File: src/design/dcf_pkg.sv
`timescale 1ns / 1ps

package dcf_pkg;

  localparam int unsigned DUR_W   = 16;
  localparam int unsigned WDOG_W  = 9;
  localparam int unsigned IDX_W   = 6;
  localparam int unsigned FRAME_W = 58;
  localparam int unsigned CFG_IDX_W = 3;

  // status codes
  localparam logic [1:0] STATUS_VALID   = 2'd0;
  localparam logic [1:0] STATUS_RANGE   = 2'd1;
  localparam logic [1:0] STATUS_TIMEOUT = 2'd2;

  // input function codes
  localparam logic FUNC_START = 1'b0;
  localparam logic FUNC_PULSE = 1'b1;

  // configuration register indexes
  localparam logic [CFG_IDX_W-1:0] REG_ONE_LOW_MIN    = 3'd0;
  localparam logic [CFG_IDX_W-1:0] REG_ZERO_LOW_MIN   = 3'd1;
  localparam logic [CFG_IDX_W-1:0] REG_ZERO_LOW_MAX   = 3'd2;
  localparam logic [CFG_IDX_W-1:0] REG_MARKER_ABOVE   = 3'd3;
  localparam logic [CFG_IDX_W-1:0] REG_WATCHDOG_LIMIT = 3'd4;

  // configuration reset values
  localparam logic [DUR_W-1:0]  ONE_LOW_MIN_RST    = 16'd750;
  localparam logic [DUR_W-1:0]  ZERO_LOW_MIN_RST   = 16'd850;
  localparam logic [DUR_W-1:0]  ZERO_LOW_MAX_RST   = 16'd950;
  localparam logic [DUR_W-1:0]  MARKER_ABOVE_RST   = 16'd1500;
  localparam logic [WDOG_W-1:0] WATCHDOG_LIMIT_RST = 9'd300;

  localparam logic [WDOG_W-1:0] COUNT_MAX  = 9'd511;
  localparam logic [IDX_W-1:0]  FRAME_DONE = 6'd58;

  // frame bit positions
  localparam int unsigned MIN_LSB  = 21;
  localparam int unsigned HOUR_LSB = 29;
  localparam int unsigned DAY_LSB  = 36;
  localparam int unsigned WDAY_LSB = 42;
  localparam int unsigned MON_LSB  = 45;
  localparam int unsigned YEAR_LSB = 50;

  typedef struct packed {
    logic [1:0] status;
    logic [6:0] minutes;
    logic [5:0] hours;
    logic [5:0] mday;
    logic [2:0] wday;
    logic [4:0] month_num;
    logic [7:0] year_two_digit;
  } dcf_time_t;

  // units weigh 1,2,4,8; tens weigh 10,20,40,80
  function automatic logic [7:0] bcd_val(input logic [3:0] units, input logic [3:0] tens);
    bcd_val = {4'b0, units} + {1'b0, tens, 3'b0} + {3'b0, tens, 1'b0};
  endfunction

endpackage

File: src/design/dcf_decode.sv
`timescale 1ns / 1ps

module dcf_decode (
  input  logic [dcf_pkg::FRAME_W-1:0] frame,
  output dcf_pkg::dcf_time_t          tm
);

  logic [7:0] mi, hr, dm, mo, yr;
  logic [2:0] wd;
  logic       in_range;

  assign mi = dcf_pkg::bcd_val(frame[dcf_pkg::MIN_LSB +: 4],
                               {1'b0, frame[dcf_pkg::MIN_LSB+4 +: 3]});
  assign hr = dcf_pkg::bcd_val(frame[dcf_pkg::HOUR_LSB +: 4],
                               {2'b0, frame[dcf_pkg::HOUR_LSB+4 +: 2]});
  assign dm = dcf_pkg::bcd_val(frame[dcf_pkg::DAY_LSB +: 4],
                               {2'b0, frame[dcf_pkg::DAY_LSB+4 +: 2]});
  assign wd = frame[dcf_pkg::WDAY_LSB +: 3];
  assign mo = dcf_pkg::bcd_val(frame[dcf_pkg::MON_LSB +: 4],
                               {3'b0, frame[dcf_pkg::MON_LSB+4]});
  assign yr = dcf_pkg::bcd_val(frame[dcf_pkg::YEAR_LSB +: 4],
                               frame[dcf_pkg::YEAR_LSB+4 +: 4]);

  // weekday always fits in three bits, so it needs no check
  assign in_range = (mi < 8'd60) && (hr < 8'd24) && (dm <= 8'd31) &&
                    (mo <= 8'd12) && (yr < 8'd100);

  always_comb begin
    tm.status         = in_range ? dcf_pkg::STATUS_VALID : dcf_pkg::STATUS_RANGE;
    tm.minutes        = mi[6:0];
    tm.hours          = hr[5:0];
    tm.mday           = dm[5:0];
    tm.wday           = wd;
    tm.month_num      = mo[4:0];
    tm.year_two_digit = yr;
  end

endmodule

File: src/design/dcf77_time_frame_decoder.sv
`timescale 1ns / 1ps
// A result reaches out_* through the input register, then classification, frame
// update and BCD decode into the result register. Throughput: one beat per cycle
// while the result side takes its beats; the shared state is computed
// combinationally, so the loop adds no stall of its own.
// Reset (rst_n low, synchronous): session closed, frame and counters cleared,
// thresholds back to 750/850/950/1500 ms and watchdog limit 300.
module dcf77_time_frame_decoder (
  input  logic                               clk,
  input  logic                               rst_n,
  input  logic                               in_valid,
  output logic                               in_ready,
  input  logic                               in_func,
  input  logic [15:0]                        in_low_duration,
  output logic                               out_valid,
  input  logic                               out_ready,
  output logic [1:0]                         out_status,
  output logic [6:0]                         out_minutes,
  output logic [5:0]                         out_hours,
  output logic [5:0]                         out_mday,
  output logic [2:0]                         out_wday,
  output logic [4:0]                         out_month_num,
  output logic [7:0]                         out_year_two_digit,
  input  logic                               cfg_valid,
  output logic                               cfg_ready,
  input  logic [dcf_pkg::CFG_IDX_W-1:0]      cfg_index,
  input  logic [15:0]                        cfg_wdata
);

  // configuration
  logic [dcf_pkg::DUR_W-1:0]  one_low_min_r, zero_low_min_r, zero_low_max_r, marker_above_r;
  logic [dcf_pkg::WDOG_W-1:0] watchdog_limit_r;

  // input register
  logic                       s1_valid_r;
  logic                       s1_func_r;
  logic [dcf_pkg::DUR_W-1:0]  s1_dur_r;

  // decoder state
  logic                        session_r, session_nxt;
  logic [dcf_pkg::IDX_W-1:0]   bit_index_r, bit_index_nxt;
  logic                        index_valid_r, index_valid_nxt;
  logic [dcf_pkg::FRAME_W-1:0] frame_r, frame_nxt;
  logic [dcf_pkg::WDOG_W-1:0]  count_r, count_nxt;

  // result register
  logic               out_valid_r;
  dcf_pkg::dcf_time_t out_r, res_nxt;
  logic               res_fire;

  dcf_pkg::dcf_time_t dec;
  logic               advance;
  logic               is_marker, is_one, is_zero, timeout;

  assign advance   = s1_valid_r && (!out_valid_r || out_ready);
  assign in_ready  = !s1_valid_r || advance;
  assign cfg_ready = 1'b1;

  always_ff @(posedge clk) begin
    if (!rst_n) begin
      one_low_min_r    <= dcf_pkg::ONE_LOW_MIN_RST;
      zero_low_min_r   <= dcf_pkg::ZERO_LOW_MIN_RST;
      zero_low_max_r   <= dcf_pkg::ZERO_LOW_MAX_RST;
      marker_above_r   <= dcf_pkg::MARKER_ABOVE_RST;
      watchdog_limit_r <= dcf_pkg::WATCHDOG_LIMIT_RST;
    end else if (cfg_valid) begin
      case (cfg_index)
        dcf_pkg::REG_ONE_LOW_MIN:    one_low_min_r    <= cfg_wdata;
        dcf_pkg::REG_ZERO_LOW_MIN:   zero_low_min_r   <= cfg_wdata;
        dcf_pkg::REG_ZERO_LOW_MAX:   zero_low_max_r   <= cfg_wdata;
        dcf_pkg::REG_MARKER_ABOVE:   marker_above_r   <= cfg_wdata;
        dcf_pkg::REG_WATCHDOG_LIMIT: watchdog_limit_r <= cfg_wdata[dcf_pkg::WDOG_W-1:0];
        default: ;
      endcase
    end
  end

  always_ff @(posedge clk) begin
    if (!rst_n) begin
      s1_valid_r <= 1'b0;
    end else if (in_ready) begin
      s1_valid_r <= in_valid;
    end
  end

  always_ff @(posedge clk) begin
    if (in_ready && in_valid) begin
      s1_func_r <= in_func;
      s1_dur_r  <= in_low_duration;
    end
  end

  assign is_marker = s1_dur_r > marker_above_r;
  assign is_one    = (s1_dur_r >= one_low_min_r) && (s1_dur_r < zero_low_min_r);
  assign is_zero   = (s1_dur_r >= zero_low_min_r) && (s1_dur_r < zero_low_max_r);

  always_comb begin
    session_nxt     = session_r;
    bit_index_nxt   = bit_index_r;
    index_valid_nxt = index_valid_r;
    frame_nxt       = frame_r;
    count_nxt       = count_r;
    timeout         = 1'b0;
    res_fire        = 1'b0;
    res_nxt         = dec;
    if (s1_func_r == dcf_pkg::FUNC_START) begin
      session_nxt     = 1'b1;
      bit_index_nxt   = '0;
      index_valid_nxt = 1'b0;
      frame_nxt       = '0;
      count_nxt       = '0;
    end else if (session_r) begin
      if (is_marker) begin
        bit_index_nxt   = '0;
        index_valid_nxt = 1'b1;
        frame_nxt       = '0;
      end else if (index_valid_r) begin
        if (is_one) begin
          frame_nxt     = frame_r | ({{(dcf_pkg::FRAME_W-1){1'b0}}, 1'b1} << bit_index_r);
          bit_index_nxt = bit_index_r + 1'b1;
        end else if (is_zero) begin
          bit_index_nxt = bit_index_r + 1'b1;
        end else begin
          index_valid_nxt = 1'b0;
        end
      end
      if (count_r != dcf_pkg::COUNT_MAX) begin
        count_nxt = count_r + 1'b1;
      end
      timeout = count_nxt > watchdog_limit_r;
      if (timeout) begin
        session_nxt    = 1'b0;
        res_fire       = 1'b1;
        res_nxt        = '0;
        res_nxt.status = dcf_pkg::STATUS_TIMEOUT;
      end else if (index_valid_nxt && bit_index_nxt == dcf_pkg::FRAME_DONE) begin
        session_nxt = 1'b0;
        res_fire    = 1'b1;
      end
    end
  end

  dcf_decode u_decode (
    .frame (frame_nxt),
    .tm    (dec)
  );

  always_ff @(posedge clk) begin
    if (!rst_n) begin
      session_r     <= 1'b0;
      bit_index_r   <= '0;
      index_valid_r <= 1'b0;
      frame_r       <= '0;
      count_r       <= '0;
      out_valid_r   <= 1'b0;
    end else begin
      if (advance) begin
        session_r     <= session_nxt;
        bit_index_r   <= bit_index_nxt;
        index_valid_r <= index_valid_nxt;
        frame_r       <= frame_nxt;
        count_r       <= count_nxt;
      end
      // drop the held beat once taken; load a new one when this item emits
      if (advance && res_fire) begin
        out_valid_r <= 1'b1;
      end else if (out_ready) begin
        out_valid_r <= 1'b0;
      end
    end
  end

  always_ff @(posedge clk) begin
    if (advance && res_fire) begin
      out_r <= res_nxt;
    end
  end

  assign out_valid          = out_valid_r;
  assign out_status         = out_r.status;
  assign out_minutes        = out_r.minutes;
  assign out_hours          = out_r.hours;
  assign out_mday           = out_r.mday;
  assign out_wday           = out_r.wday;
  assign out_month_num      = out_r.month_num;
  assign out_year_two_digit = out_r.year_two_digit;

endmodule

File: config.mk
export PLATFORM = sky130hd
export DESIGN_NAME = dcf77_time_frame_decoder
export DESIGN_NICKNAME = d
export VERILOG_FILES = /design/src/design/dcf_pkg.sv /design/src/design/dcf_decode.sv /design/src/design/dcf77_time_frame_decoder.sv
export SDC_FILE = /design/constraint.sdc
export NUM_CORES = 1
export LEC_CHECK = 0
export ABC_CLOCK_PERIOD_IN_PS = 5000
export BUFFER_PORTS_ARGS = -buffer_cell sky130_fd_sc_hd__buf_2
export CAP_MARGIN = 20
export CORE_MARGIN = 5
export CORE_UTILIZATION = 60
export DETAILED_ROUTE_END_ITERATION = 16
export PLACE_DENSITY = 0.76
export RECOVER_POWER = 25
export SETUP_SLACK_MARGIN = 0.3
export SYNTH_ARGS = -nofsm -noshare
export SYNTH_HDL_FRONTEND = slang
export SYNTH_SLANG_ARGS = --single-unit
File: constraint.sdc
create_clock -name clk -period 5 [get_ports clk]
set_input_delay 0.5 -clock clk [delete_from_list [all_inputs] [get_ports clk]]
set_output_delay 0.5 -clock clk [all_outputs]
set_load 0.02 [all_outputs]
==> summary.md, run 1 <==
| Metric | Value |
|---|---|
| Status | `complete, but fails checks` |
| Failing checks | `max-capacitance violations, max-slew violations` |
| Maxcap violations | `1` |
| Slew margin rel. | `-177%` |
| Count of input and output buffers | `79` |
| Synth top area cells | `dfxtp_1, edfxtp_1, ha_1` |
| Pwr dens | `roughly 270 nW/um^2` |
| Final worst slack | `0.388 ns` |
| WP buf/inv | `2` |
| Final GP Congestion | `0.926` |
| DR vias | `~8300` |
| Synthesized net count | `between 1000 and 1500` |
| Async S/R FF share, synth | `0%` |
| FILL cells | `between 1000 and 1500` |
| Crit Path Max Fanout | `6` |
| Leakage | `4.66 nW` |
| Top delay family on crit path | `adder cells` |
| Final Hold Viols | `0` |
| Drt via density | `5.75` |
| Netlist Area Pre-Place | `9970 um^2` |
| Synth top area share | `between 20% and 30%` |
| Vias in the first global route | `between 7000 and 8000` |
| Chip Width | `139 um` |
| Die Footprint | `around 19000 um^2` |
| WL final | `about 24 mm` |
| Post-synth top area cell | `dfxtp_1` |
| Site Rows | `47` |
| Total Power | `approximately 0.0031 W` |
| Setup Skew | `0.00996 ns` |
| Hpwl dp | `roughly 16 mm` |
| Worst path arrival time | `~4.8 ns` |
| Largest net degree at the start of global routing | `106` |
| Slew of the pin with the lowest slew margin | `about 4.2 ns` |
| RSZ-0062 raised after global routing | `no` |
| Initial antenna violation count | `0` |
| Hold/Removal Path Class | `in2reg` |
| Fmax | `between 0.2 and 0.25 GHz` |
| GRT Overall Usage | `around a quarter` |
| Fin crit share | `between 90 and 100%` |
| Synth-to-Final Area Change | `15.6%` |
| Req. time, crit path | `~5.2 ns` |
| Share of layout cells above drive strength 1 | `between 10% and 20%` |
| CTS tree | `built` |
| Boundary pin count | `a little over 80` |
| Worst setup EP type | `flip-flop` |
| Antenna Diode Count | `0` |
| Synth Instances | `between 1000 and 1500` |
| Yosys reg bits | `between 150 and 200` |
| Synthesized area per cell | `8.86 um^2` |
| Critical path cell sequence | `ha_4 > nand4_1 > or3_4 > a211oi_4 > nor3_4 > nand2_2 > nor3_2 > buf_4 > a31oi_4 > nor2_1 > ha_1 > ha_2 > inv_1 > fa_2 > xor2_2 > nand3b_1 > nor2b_4 > maj3_2 > nor2_2 > mux2_4 > a41oi_2` |
| Clk sinks | `around 180` |
| Vert. Die Dim | `roughly 140 um` |
| Iter 0 DRT Violations | `around 630` |
| EDFF count, synth | `54` |
| Starting Density | `60.6%` |
| First-pass DRT Iterations | `6` |
| Clk Latency, worst-skew pair | `between 0.4 and 0.5 ns` |
| Total grt overflow | `0` |
| Num CTS Buffers | `17` |
| Maximum root-to-sink buffer count | `2` |
| Hold-fix buffers, CTS | `0` |
| Final setup fails | `0` |
| Final TNS setup | `0 ns` |
| Clock transition at path regs | `approximately 0.070 ns` |
| Most frequent cells in the layout | `nand2_1, dfxtp_1, ha_1` |
| Drt wl/cell | `roughly 17 um` |
| Max IR drop VDD | `250 uV` |
| Main flop type after synthesis | `dfxtp_1` |
| Post-DRT Antenna Nets | `0` |
| Root Buffer | `clkbuf_16` |
| Most common cell after layout, fill and taps aside | `nand2_1` |
| CP Launch Type | `flip-flop` |
| Setup slack at placement | `0.121 ns` |
| Sequential area share after synthesis | `a little over two fifths` |
| Fin crit period | `approximately 4.6 ns` |
| Slew Limit Fails | `106` |
| Nets@finish | `1364` |
| CP max-delay cell | `edfxtp_1` |
| DR DRC count | `0` |
| CP max stage delay | `0.46 ns` |
| Cell variety after synth | `63` |
| WS Path Type | `reg2reg` |
| First-pass GRT wire length | `between 30 and 40 mm` |
| Htree depth | `4` |
| Yosys warning count | `0` |
| Core Region | `between 15000 and 20000 um^2` |
[kinds of logic after synthesis]
| kind of cell | after synthesis | share of synthesized area (%) |
|---|---|---|
| AND/OR/NAND/NOR | 398 | 18.5 |
| AO/OA/AOI/OAI | 268 | 18.1 |
| flip-flops | 181 | 41.8 |
| buffers and inverters | 146 | 5.58 |
| adder cells (fa/ha/maj) | 108 | 13.9 |
| XOR/XNOR | 21 | 1.84 |
| multiplexers | 2 | 0.226 |
| other | 1 | 0.0376 |
[cells in the mapped netlist, types with 4 or more instances]
| master | n |
|---|---|
| a21boi_0 | 54 |
| a41oi_1 | 8 |
| o21a_1 | 9 |
| fa_1 | 5 |
| a22oi_1 | 7 |
| o211ai_1 | 32 |
| nor2b_1 | 35 |
| nand3_1 | 17 |
| inv_1 | 92 |
| nor2_1 | 79 |
| nand2_1 | 181 |
| a21oi_1 | 54 |
| edfxtp_1 | 54 |
| and2_1 | 13 |
| xnor2_1 | 13 |
| nand3b_1 | 4 |
| nor4_1 | 4 |
| buf_2 | 4 |
| and3_1 | 13 |
| dfxtp_1 | 127 |
| o21ai_0 | 30 |
| nand4_1 | 14 |
| a31oi_1 | 28 |
| ha_1 | 102 |
| nand2b_1 | 7 |
| a21o_1 | 15 |
| nor3_1 | 13 |
| xor2_1 | 8 |
| a211oi_1 | 7 |
| clkbuf_1 | 46 |
[power by group]
group / internal, W / leakage (nW) / total (W) / switching (W)
Sequential: 0.00153 / 1.47 / 0.00156 / 0.0000225
Clock: 0.000660 / 0.256 / 0.00124 / 0.000578
Combinational: 0.000132 / 2.93 / 0.000316 / 0.000185
Total: 0.00233 / 4.66 / 0.00311 / 0.000785
[per-stage QoR]
stage,instance area [um^2],util (%),cells,hold WS (ns)
CTS,11200,68.3,1431,0.232
global route,11500,70.0,1449,0.229
floorplan,9970,-,1125,0.437
global placement,10500,64.0,1385,0.447
finish,11500,70.0,1449,0.239
detailed placement,10600,64.1,1386,0.456
[repair_timing]
item	in CTS	in global routing
pin swaps	5	23
buffers inserted	13	17
cloned	0	1
resized for setup	12	35
endpoints found under the setup margin	1	1
[cell type report]
class	count	area, um^2	share of cell area [%]
multi-input combinational	798	5480	47.5
sequential	181	4160	36.1
timing repair buffer	126	726	6.30
clock buffer	20	457	3.96
inverter	92	345	3.00
tap	220	275	2.39
clock inverter	12	80.1	0.695
[metal layers]
layer	GRT usage, %	wire length, um	vias up
met5	0	0	-
met4	7.67	436	0
met3	4.07	1460	43
met2	39.4	11600	283
met1	33.4	11000	3901
li1	-	-	4098
[path summary, 6_finish.rpt]
path | depth (start not counted) | endpoint | slack (ns) | from
worst max register to register | 21 | out_status[0] | 0.39 | s1_dur_r[15]
worst max-delay path | 21 | out_status[0] | 0.39 | s1_dur_r[15]
worst min-delay path | 1 | s1_dur_r[1] | 0.24 | in_low_duration[1]
worst min register to register | 2 | one_low_min_r[4] | 0.47 | one_low_min_r[4]
[flip-flops by register name, indices dropped and copies added (netlist names), 2 cells and up]
signal and count:
bit_index_r 6, count_r 9, frame_r 35, marker_above_r 16, one_low_min_r 16, out_hours 6
out_mday 6, out_minutes 7, out_month_num 5, out_status 2, out_wday 3, out_year_two_digit 8
s1_dur_r 16, watchdog_limit_r 9, zero_low_max_r 16, zero_low_min_r 16
Note: power is estimated with default switching activity, not from simulation.
==> run 2, diff against run 1 <==
--- a/config.mk
+++ b/config.mk
@@ -11,9 +11,10 @@
 export CORE_MARGIN = 5
 export CORE_UTILIZATION = 60
 export DETAILED_ROUTE_END_ITERATION = 16
-export PLACE_DENSITY = 0.76
+export PLACE_DENSITY = 0.75
 export RECOVER_POWER = 25
 export SETUP_SLACK_MARGIN = 0.3
 export SYNTH_ARGS = -nofsm -noshare
 export SYNTH_HDL_FRONTEND = slang
+export SYNTH_HIERARCHICAL = 1
 export SYNTH_SLANG_ARGS = --single-unit
==> summary.md, run 2 <==
| Metric | Value |
|---|---|
| Synth Instances | `about 1200` |
| Final setup fails | `0` |
| Fin crit share | `between 90% and 100%` |
| Design area | `between 10000 and 15000 um^2` |
| Drt wl/cell | `17.1 um` |
| DR vias | `8348` |
| Fin crit period | `around 4.7 ns` |
| CP Launch Type | `flip-flop` |
| Synthesized area per cell | `slightly below 9 um^2` |
| Yosys warning count | `6` |
| Setup Skew | `approximately 0.014 ns` |
| Most common cell after layout, fill and taps aside | `nand2_1` |
| Netlist Area Pre-Place | `roughly 10000 um^2` |
| Cell Area, Placed | `between 10000 and 15000 um^2` |
| Initial antenna violation count | `0` |
| Clock transition at path regs | `0.07 ns` |
| Antenna Diode Count | `0` |
| Root Buffer | `clkbuf_16` |
| First-pass DRT Iterations | `5` |
| Finished Layout Cells | `1452` |
| Synth-to-Final Area Change | `11.6%` |
| Final Hold Viols | `0` |
| Flop2flop setup slack | `between 0.3 and 0.4 ns` |
| Vias in the first global route | `between 7000 and 8000` |
| Core Region | `16600 um^2` |
| Slew Limit Fails | `110` |
| GRT Overall Usage | `24.4%` |
| Nets@finish | `1367` |
| First-pass GRT wire length | `39.0 mm` |
| Fmax | `between 0.2 and 0.25 GHz` |
| Starting Density | `61.5%` |
| Iter 0 DRT Violations | `between 800 and 900` |
| Clk sinks | `about 180` |
| Hpwl dp | `around 17 mm` |
| Total grt overflow | `0` |
| DR DRC count | `0` |
| Worst path arrival time | `about 4.8 ns` |
| Maximum root-to-sink buffer count | `2` |
| Count of input and output buffers | `approximately 80` |
| Worst setup EP type | `flip-flop` |
| Share of layout cells above drive strength 1 | `a little over a tenth` |
| Global Route met1 Usage | `roughly a third` |
| Reg2Reg Launch Point | `s1_dur_r[15]` |
| Slew of the pin with the lowest slew margin | `2.33 ns` |
| CTS tree | `built` |
| Largest net degree at the start of global routing | `59` |
| Busiest grt layer | `met2` |
| Boundary pin count | `between 80 and 90` |
| Vert. Die Dim | `141 um` |
| Slew margin rel. | `-55.5%` |
| Post-DRT Antenna Nets | `0` |
| Post-Place Cells | `between 1000 and 1500` |
| Htree depth | `4` |
| WS Path Type | `reg2reg` |
| Worst reg2reg path endpoint | `out_status[0]` |
| Clk Latency, worst-skew pair | `between 0.4 and 0.5 ns` |
| Cells on worst reg2reg path | `20` |
| Drt via density | `approximately 5.7` |
| Met3 Usage GRT | `~4.7%` |
| Req. time, crit path | `between 5 and 6 ns` |
| GRT met2 Usage | `39.4%` |
| Crit Path Max Fanout | `42` |
| Crit path launch | `s1_dur_r[15]` |
| Most flops, register | `frame_r` |
| Maxcap violations | `2` |
| Largest register FFs | `35` |
| WL final | `approximately 25 mm` |
| Failing checks | `max-capacitance violations, max-slew violations` |
| Pwr dens | `286 nW/um^2` |
| Leakage | `4.65 nW` |
| Max IR drop VDD | `238 uV` |
| Num CTS Buffers | `17` |
| FILL cells | `around 1400` |
| Crit path capture | `out_status[0]` |
| Die Footprint | `between 15000 and 20000 um^2` |
| Status | `complete, but fails checks` |
| Final TNS setup | `0 ns` |
| Most frequent cells in the layout | `nand2_1, dfxtp_1, nor2_1` |
| Chip Width | `between 100 and 150 um` |
| Hold/Removal Path Class | `in2reg` |
| Site Rows | `between 40 and 50` |
| Final GP Congestion | `about 0.94` |
| Synthesized net count | `around 1300` |
| Hold slack | `around 0.24 ns` |
| RSZ-0062 raised after global routing | `yes` |
run 2: worst max-delay path, stage by stage, from the launching register on:
cell and delay, ns:
edfxtp_1 0.51, ha_4 0.27, nand4_1 0.20, nor2_2 0.08, a211oi_2 0.24, nand3_2 0.17
buf_4 0.19, nor4_4 0.25, buf_4 0.19, buf_4 0.13, buf_12 0.20, a31oi_1 0.12
nor2_1 0.30, ha_1 0.31, ha_1 0.34, a21o_1 0.21, a21oi_1 0.19, xnor2_1 0.09
o311ai_0 0.12, nand4b_1 0.13, nor2b_1 0.15
run 2: how the worst min path moves through the flow:
stage	slack (ns)	cells after the start	endpoint	start
final	0.24	1	s1_dur_r[15]	in_low_duration[15]
after global routing	0.22	1	s1_dur_r[15]	in_low_duration[15]
after CTS	0.23	1	s1_dur_r[15]	in_low_duration[15]
after detailed placement	0.45	2	frame_r[48]	frame_r[48]
after global placement	0.45	2	frame_r[38]	frame_r[38]
after floorplan	0.44	2	frame_r[43]	frame_r[43]
run 2: cell type report:
cell class / count / area, um^2 / area share, %
clock inverters: 12 / 179 / 1.57
well taps: 220 / 275 / 2.41
clock buffers: 20 / 447 / 3.91
flip-flops and latches: 181 / 4160 / 36.4
inverters: 91 / 342 / 2.99
multi-input cells: 815 / 5420 / 47.4
repair buffers: 113 / 606 / 5.30
run 2: through the flow:
| stage | total power (W) | utilization, % | setup slack [ns] |
|---|---|---|---|
| 6_report | 0.00326 | 68.7 | 0.325 |
| 5_1_grt | 0.00337 | 68.7 | 0.0799 |
| 4_1_cts | 0.00326 | 67.8 | 0.306 |
| 3_5_place_dp | 0.00184 | 63.9 | 0.230 |
| 3_3_place_gp | 0.00183 | 63.9 | 0.339 |
| 2_1_floorplan | 0.00175 | - | 0.423 |
run 2: report_power, final:
part           internal (W)  total [W]  switching (W)  leakage, nW
logic              0.000110   0.000281       0.000171         2.89
clock network      0.000853    0.00143       0.000572        0.304
registers           0.00153    0.00156      0.0000238         1.45
total               0.00250    0.00326       0.000767         4.65
run 2: repair_timing:
item	CTS	global route
gates cloned	0	0
setup buffers	2	18
hold buffers	0	0
endpoints found under the setup margin	1	2
pin swaps	2	12
resized for setup	2	15
run 2: routing by layer:
layer  wire length (um)  vias to the layer above  share of wire [%]
met5                  0                        -                  0
met4                348                        0                1.4
met3               1490                       36                6.0
met2              11300                      277                 46
met1              11700                     3903                 47
li1                   -                     4132                  -
